==> src/rtl/bmhq_pkg.sv <==
// ----------------------------------------------------------------------------
// bmhq_pkg
// Shared constants and types for the binary max-heap priority queue: sizes,
// command and status codes, and the control/status bundles between the
// sequencer and the datapath.
// ----------------------------------------------------------------------------
package bmhq_pkg;

  localparam int CAPACITY = 1024;
  localparam int DATA_W   = 32;

  // heap positions run 1..CAPACITY, the count runs 0..CAPACITY
  localparam int CNT_W  = $clog2(CAPACITY + 1);
  localparam int POS_W  = CNT_W;
  localparam int ADDR_W = $clog2(CAPACITY);

  localparam logic [1:0] CMD_INSERT  = 2'd0;
  localparam logic [1:0] CMD_EXTRACT = 2'd1;
  localparam logic [1:0] CMD_PEEK    = 2'd2;
  localparam logic [1:0] CMD_NOP     = 2'd3;

  localparam logic [1:0] ST_OK    = 2'd0;
  localparam logic [1:0] ST_EMPTY = 2'd1;
  localparam logic [1:0] ST_FULL  = 2'd2;

  typedef struct packed {
    logic       accept;
    logic       up_rd;
    logic       up_step;
    logic       root_take;
    logic       dn_rd;
    logic       dn_step;
    logic       place;
    logic       out_ld;
    logic [1:0] status;
  } bmhq_ctl_t;

  typedef struct packed {
    logic [1:0] in_cmd;
    logic [1:0] cmd;
    logic       count_zero;
    logic       count_full;
    logic       at_root;
    logic       up_gt;
    logic       has_child;
    logic       dn_gt;
  } bmhq_sts_t;

endpackage

==> src/rtl/bmhq_ctrl.sv <==
// ----------------------------------------------------------------------------
// bmhq_ctrl
// Sequencer for the heap: takes a command, walks the sift loop one level per
// check/compare state pair, and hands the result to the output register.
// ----------------------------------------------------------------------------
module bmhq_ctrl import bmhq_pkg::*; (
  input  logic      clk_i,
  input  logic      rst_ni,
  input  logic      in_valid_i,
  output logic      in_ready_o,
  output logic      out_valid_o,
  input  logic      out_ready_i,
  input  bmhq_sts_t sts_i,
  output bmhq_ctl_t ctl_o
);

  localparam logic [2:0] S_IDLE   = 3'd0;
  localparam logic [2:0] S_UP_CHK = 3'd1;
  localparam logic [2:0] S_UP_CMP = 3'd2;
  localparam logic [2:0] S_ROOT   = 3'd3;
  localparam logic [2:0] S_DN_CHK = 3'd4;
  localparam logic [2:0] S_DN_CMP = 3'd5;
  localparam logic [2:0] S_DONE   = 3'd6;

  logic [2:0] state_q, state_d;
  logic [1:0] status_q, status_d;
  logic       out_valid_q, out_valid_d;

  always_comb begin
    ctl_o       = '0;
    state_d     = state_q;
    status_d    = status_q;
    out_valid_d = out_valid_q && !out_ready_i;
    case (state_q)
      S_IDLE: begin
        if (in_valid_i) begin
          ctl_o.accept = 1'b1;
          status_d     = ST_OK;
          case (sts_i.in_cmd)
            CMD_INSERT: begin
              if (sts_i.count_full) begin
                status_d = ST_FULL;
                state_d  = S_DONE;
              end else begin
                state_d = S_UP_CHK;
              end
            end
            CMD_EXTRACT, CMD_PEEK: begin
              if (sts_i.count_zero) begin
                status_d = ST_EMPTY;
                state_d  = S_DONE;
              end else begin
                state_d = S_ROOT;
              end
            end
            default: state_d = S_DONE;
          endcase
        end
      end
      S_UP_CHK: begin
        if (sts_i.at_root) begin
          ctl_o.place = 1'b1;
          state_d     = S_DONE;
        end else begin
          ctl_o.up_rd = 1'b1;
          state_d     = S_UP_CMP;
        end
      end
      S_UP_CMP: begin
        ctl_o.up_step = 1'b1;
        state_d       = sts_i.up_gt ? S_UP_CHK : S_DONE;
      end
      S_ROOT: begin
        ctl_o.root_take = 1'b1;
        state_d         = (sts_i.cmd == CMD_EXTRACT) ? S_DN_CHK : S_DONE;
      end
      S_DN_CHK: begin
        if (sts_i.has_child) begin
          ctl_o.dn_rd = 1'b1;
          state_d     = S_DN_CMP;
        end else begin
          ctl_o.place = 1'b1;
          state_d     = S_DONE;
        end
      end
      S_DN_CMP: begin
        ctl_o.dn_step = 1'b1;
        state_d       = sts_i.dn_gt ? S_DN_CHK : S_DONE;
      end
      S_DONE: begin
        // wait for the output register to be free
        if (!out_valid_q || out_ready_i) begin
          ctl_o.out_ld = 1'b1;
          out_valid_d  = 1'b1;
          state_d      = S_IDLE;
        end
      end
      default: state_d = S_IDLE;
    endcase
    ctl_o.status = status_q;
  end

  always_ff @(posedge clk_i or negedge rst_ni) begin
    if (!rst_ni) begin
      state_q     <= S_IDLE;
      status_q    <= ST_OK;
      out_valid_q <= 1'b0;
    end else begin
      state_q     <= state_d;
      status_q    <= status_d;
      out_valid_q <= out_valid_d;
    end
  end

  assign in_ready_o  = state_q == S_IDLE;
  assign out_valid_o = out_valid_q;

endmodule

==> config.mk <==
export PLATFORM = sky130hd
export DESIGN_NAME = bmhq_ctrl
export DESIGN_NICKNAME = d
export VERILOG_FILES = /design/src/rtl/bmhq_pkg.sv /design/src/rtl/bmhq_ctrl.sv
export SDC_FILE = /design/constraint.sdc
export NUM_CORES = 1
export LEC_CHECK = 0
export ABC_CLOCK_PERIOD_IN_PS = 1900
export BUFFER_PORTS_ARGS = -buffer_cell sky130_fd_sc_hd__buf_4
export CAP_MARGIN = 5
export CORE_AREA = 3 3 40 42
export CTS_CLUSTER_DIAMETER = 40
export DETAILED_ROUTE_END_ITERATION = 8
export DIE_AREA = 0 0 43 45
export HOLD_SLACK_MARGIN = 0.03
export PLACE_DENSITY = 0.72
export SLEW_MARGIN = 20
export SYNTH_ARGS = -nofsm -noshare
export SYNTH_HDL_FRONTEND = slang
export SYNTH_SLANG_ARGS = --single-unit
==> constraint.sdc <==
create_clock -name clk_i -period 1.9 [get_ports clk_i]
set_input_delay 0.19 -clock clk_i [delete_from_list [all_inputs] [get_ports clk_i]]
set_output_delay 0.19 -clock clk_i [all_outputs]
set_load 0.02 [all_outputs]
* After elaboration in Yosys (flattened, before gate mapping)
Index checks and enable logic that the tools add are counted.
** Word-level totals
- Bits in registers :: 6
- Input bits :: 14
- Output and inout port bits :: 12
- Logic and storage cells :: 53
** Cells by class
- Equality and inequality tests :: 11
- Multiplexer cells :: 30
- Reduce and logical (&&, ||, !) cells :: 9
** Operators by type and width (count)
- case mux 3 bit (7 select lines) :: 1
- 2-to-1 mux 3 bit :: 6
- 2-to-1 mux 1 bit :: 16
- equality test 3 bit, second input constant :: 3
- 2-to-1 mux 2 bit :: 4
- equality test 3 x 2 -> 1 bit, second input constant :: 2
- case mux 3 bit (2 select lines) :: 1
- equality test 2 x 1 -> 1 bit, second input constant :: 2
- inequality test 2 bit, second input constant :: 2
- case mux 2 bit (2 select lines) :: 1
- AND reduction 2 bit :: 2
- equality test 3 x 1 -> 1 bit, second input constant :: 1
- zero test 3 bit :: 1
- equality test 2 bit, second input constant :: 1
- zero test 1 bit :: 2
- zero test 2 bit :: 1
- case mux 1 bit (2 select lines) :: 1
- OR reduction 2 bit :: 1
- logical AND 1 bit :: 1
- logical OR 1 bit :: 1

* Depth between registers and ports, before layout
- Depth in word-level cells :: 5
- Gate-level depth with buffers :: 5
- Depth with buffers taken out :: 5

* Least setup slack after synthesis
OpenSTA, ideal clock, no wires.
- Kind :: register to output
- Start point :: register state_q[0]
- End point :: output port ctl_o[8] (netlist name)
- Data arrival time :: 1401 ps
- Setup slack :: 309 ps
- Cell stages (with the launch flop) :: 3
- Cells stage by stage :: dfrtp_1 -> clkbuf_1 -> nor4b_1
** RTL lines
- from (decl) :: RTL line bmhq_ctrl.sv:25 : logic [2:0] state_q, state_d;
- from (signal assigned) :: RTL line bmhq_ctrl.sv:109 : state_q <= state_d;
- to (decl) :: RTL line bmhq_ctrl.sv:14 : output bmhq_ctl_t ctl_o

==> impl_metrics.json <==
{
  "post_cts_buffers": 0,
  "synth_top_area_share": 0.301,
  "diodes": 0,
  "cts-root-buf": "clkbuf_4",
  "switching_share": 0.458,
  "fin_nets": 106,
  "tightestPinTransition_ns": 0.401,
  "hold_violations": 0,
  "yosys-top-cells-area": "dfrtp_1, nand2_1, ha_1",
  "die_y_um": 45,
  "ys_types": 27,
  "dieArea_um2": 1940,
  "synthAdderAreaFrac": 0.0501,
  "synth_nets": 78,
  "setup_viol_count_final": 0,
  "nFillCells": 121,
  "final_cell_mix": "buf_4, nand2_1, inv_1, dfrtp_1, nand2b_1",
  "crit_path_start_kind": "register",
  "clock_path_buffers": 2,
  "power_density_nw_per_um2": 1320,
  "comb_power_share": 0.582,
  "ios": 26,
  "ant_nets": 0,
  "rsz0062_at_grt": "false",
  "place_inst": 99,
  "rows": 13,
  "antenna_found_initial": 0,
  "ys.warnings.count": 0,
  "synth-xor-area-share": 0,
  "drc": 0,
  "whs_ns": 0.209,
  "drive_above_1_share": 0.341,
  "cts_tree": "yes",
  "p_sw_mw": 0.436,
  "cts_made_buffers": 3,
  "post_drt_wl_per_cell_um": 11.5,
  "cp.arrival_ns": 1.56,
  "areaGrowthSynthToFinish_pct": 44.1,
  "wl_um": 1190,
  "syn_area_um2": 499,
  "synth_cells": 62,
  "grt_start_max_net_pins": 16,
  "synth_top_area_cell": "dfrtp_1",
  "intPower_mw": 0.517,
  "cp_slowest_stage_delay_ns": 0.61,
  "p_seq_frac": 0.292,
  "synthMuxAreaShare": 0,
  "grt_pass1_vias": 483,
  "fin_cells": 103,
  "clock-sinks": 6,
  "critPathKind": "register to output port",
  "viasPerCell": 5.17,
  "clock_power_share": 0.125,
  "drt_iter0_markers": 11,
  "finalSetupTns_ns": 0,
  "drv_slew": 0,
  "yosys.area_share.simple": 0.351,
  "port_buffers": 25,
  "ys_seq_area_frac": 0.301,
  "grt_first_pass_wirelength_um": 1980,
  "crit_path_end_kind": "output port",
  "clock_latency_ns": 0.25,
  "cp.required_ns": 1.71,
  "initial_core_util": 0.389,
  "grt-ovfl-total": 0,
  "seq_area_um2": 150,
  "crit_slowest_cell": "or4b_4",
  "fmax_mhz": 571,
  "crit_chain": "or4b_4 -> inv_1 -> buf_4",
  "synth_top_family_by_area": "simple AND/OR/NAND/NOR gates",
  "layout_min_cycle_time_ns": 1.75,
  "hold_class": "primary input to register",
  "syn_avg_cell_area_um2": 8.05,
  "core-area_um2": 1280,
  "die_w_um": 43,
  "skew_ns": 0.00995,
  "final_common_cell": "buf_4",
  "track_usage": 0.138,
  "multiInputGateArea_um2": 308,
  "num_vias": 532,
  "clkTransAtPathRegs_ns": 0.05,
  "firstDrtPassIters": 4,
  "synth-compound-area-share": 0.216,
  "outcome": "finished clean",
  "drv_cap": 0,
  "gp_congestion": 0.772,
  "p_leak_nw": 0.369,
  "relSlewSlack": 0.733,
  "ys_ff_latch": 6,
  "post-place-ws_ns": 0.407,
  "htree_num_levels": 1,
  "fin_crit_sh": 0.922,
  "worst_slack_ns": 0.148,
  "ir_drop_mv": 0.895,
  "crit_path_max_fanout": 15
}
[layer usage]
layer,global-route usage,share of wire,routed length (um)
met1,0.172,0.42,496
met4,0.0542,0.0067,8
met3,0.0637,0.087,103
met2,0.210,0.49,580
met5,0,0,0
[stage by stage]
stage               total power [mW]  area (um^2)   util
floorplan                      0.651          499      -
global placement               0.829          687  0.535
detailed placement             0.837          687  0.535
CTS                            0.962          719  0.560
finish                         0.953          719  0.560
global route                    1.03          719  0.560
[final cells by class]
class                      count  share of cell area
multi-input combinational     47               0.428
tap                           15              0.0261
clock buffer                   3              0.0313
sequential                     6               0.209
inverter                       6              0.0313
timing repair buffer          26               0.275
[logic make-up after synthesis]
group                      after synthesis
DFF                                      6
AOI/OAI and AO/OA                       16
buffers and inverters                    9
adders and majority gates                2
and+or+nand+nor                         29
[registers in the layout (all words and copies together), names as in the netlist]
register,cells
state_q,3
status_q,2
out_valid_o,1
[path summary, 6_finish.rpt]
kind	from	to	slack, ns	cells past startpoint
worst min register to register	status_q[1]$_DFFE_PN0P_	status_q[1]$_DFFE_PN0P_	0.48	2
max in group asynchronous	rst_ni	out_valid_o$_DFF_PN0_	1.50	2
min in group asynchronous	rst_ni	status_q[1]$_DFFE_PN0P_	0.27	2
worst max register to register	state_q[0]$_DFFE_PN0P_	status_q[1]$_DFFE_PN0P_	0.46	2
worst min-delay path	sts_i[4]	status_q[1]$_DFFE_PN0P_	0.21	3
worst max-delay path	state_q[0]$_DFFE_PN0P_	ctl_o[9]	0.15	3
[power by group through the flow]
stage | sequential (mW) | combinational, mW | clock (mW)
3_5_place_dp | 0.279 | 0.558 | 0
5_1_grt | 0.296 | 0.604 | 0.132
4_1_cts | 0.277 | 0.562 | 0.123
6_report | 0.279 | 0.555 | 0.119
3_3_place_gp | 0.279 | 0.549 | 0
2_1_floorplan | 0.248 | 0.403 | 0
[synthesized netlist by cell type]
library cell and instances:
ha_1 2, o21ai_0 3, and3_1 2, nor3b_1 3, nor2_1 3, nor4bb_1 1
o2111ai_1 1, nor4b_1 1, or4b_4 1, buf_6 1, nand2_1 8, a21oi_1 2
o22ai_1 2, a32oi_1 1, clkbuf_1 2, a211o_1 1, nand2b_1 4, a41oi_1 1
or3_4 1, inv_1 6, o31ai_1 2, a31oi_1 2, dfrtp_1 6, a21o_1 1
and2_1 1, nand3_1 1, nor2b_1 3
[repair_timing]
item                                   in CTS  in global routing
resized for setup                           0                  0
endpoints found under the hold margin       6                  0
hold buffers                                1                  0
[worst max-delay path, delay by kind of cell (launching register included)]
family	cells	cell delay (ns)
DFF	1	0.51
buffers and inverters	2	0.20
and+or+nand+nor	1	0.61
No activity file was read; power rests on OpenSTA's default activity.
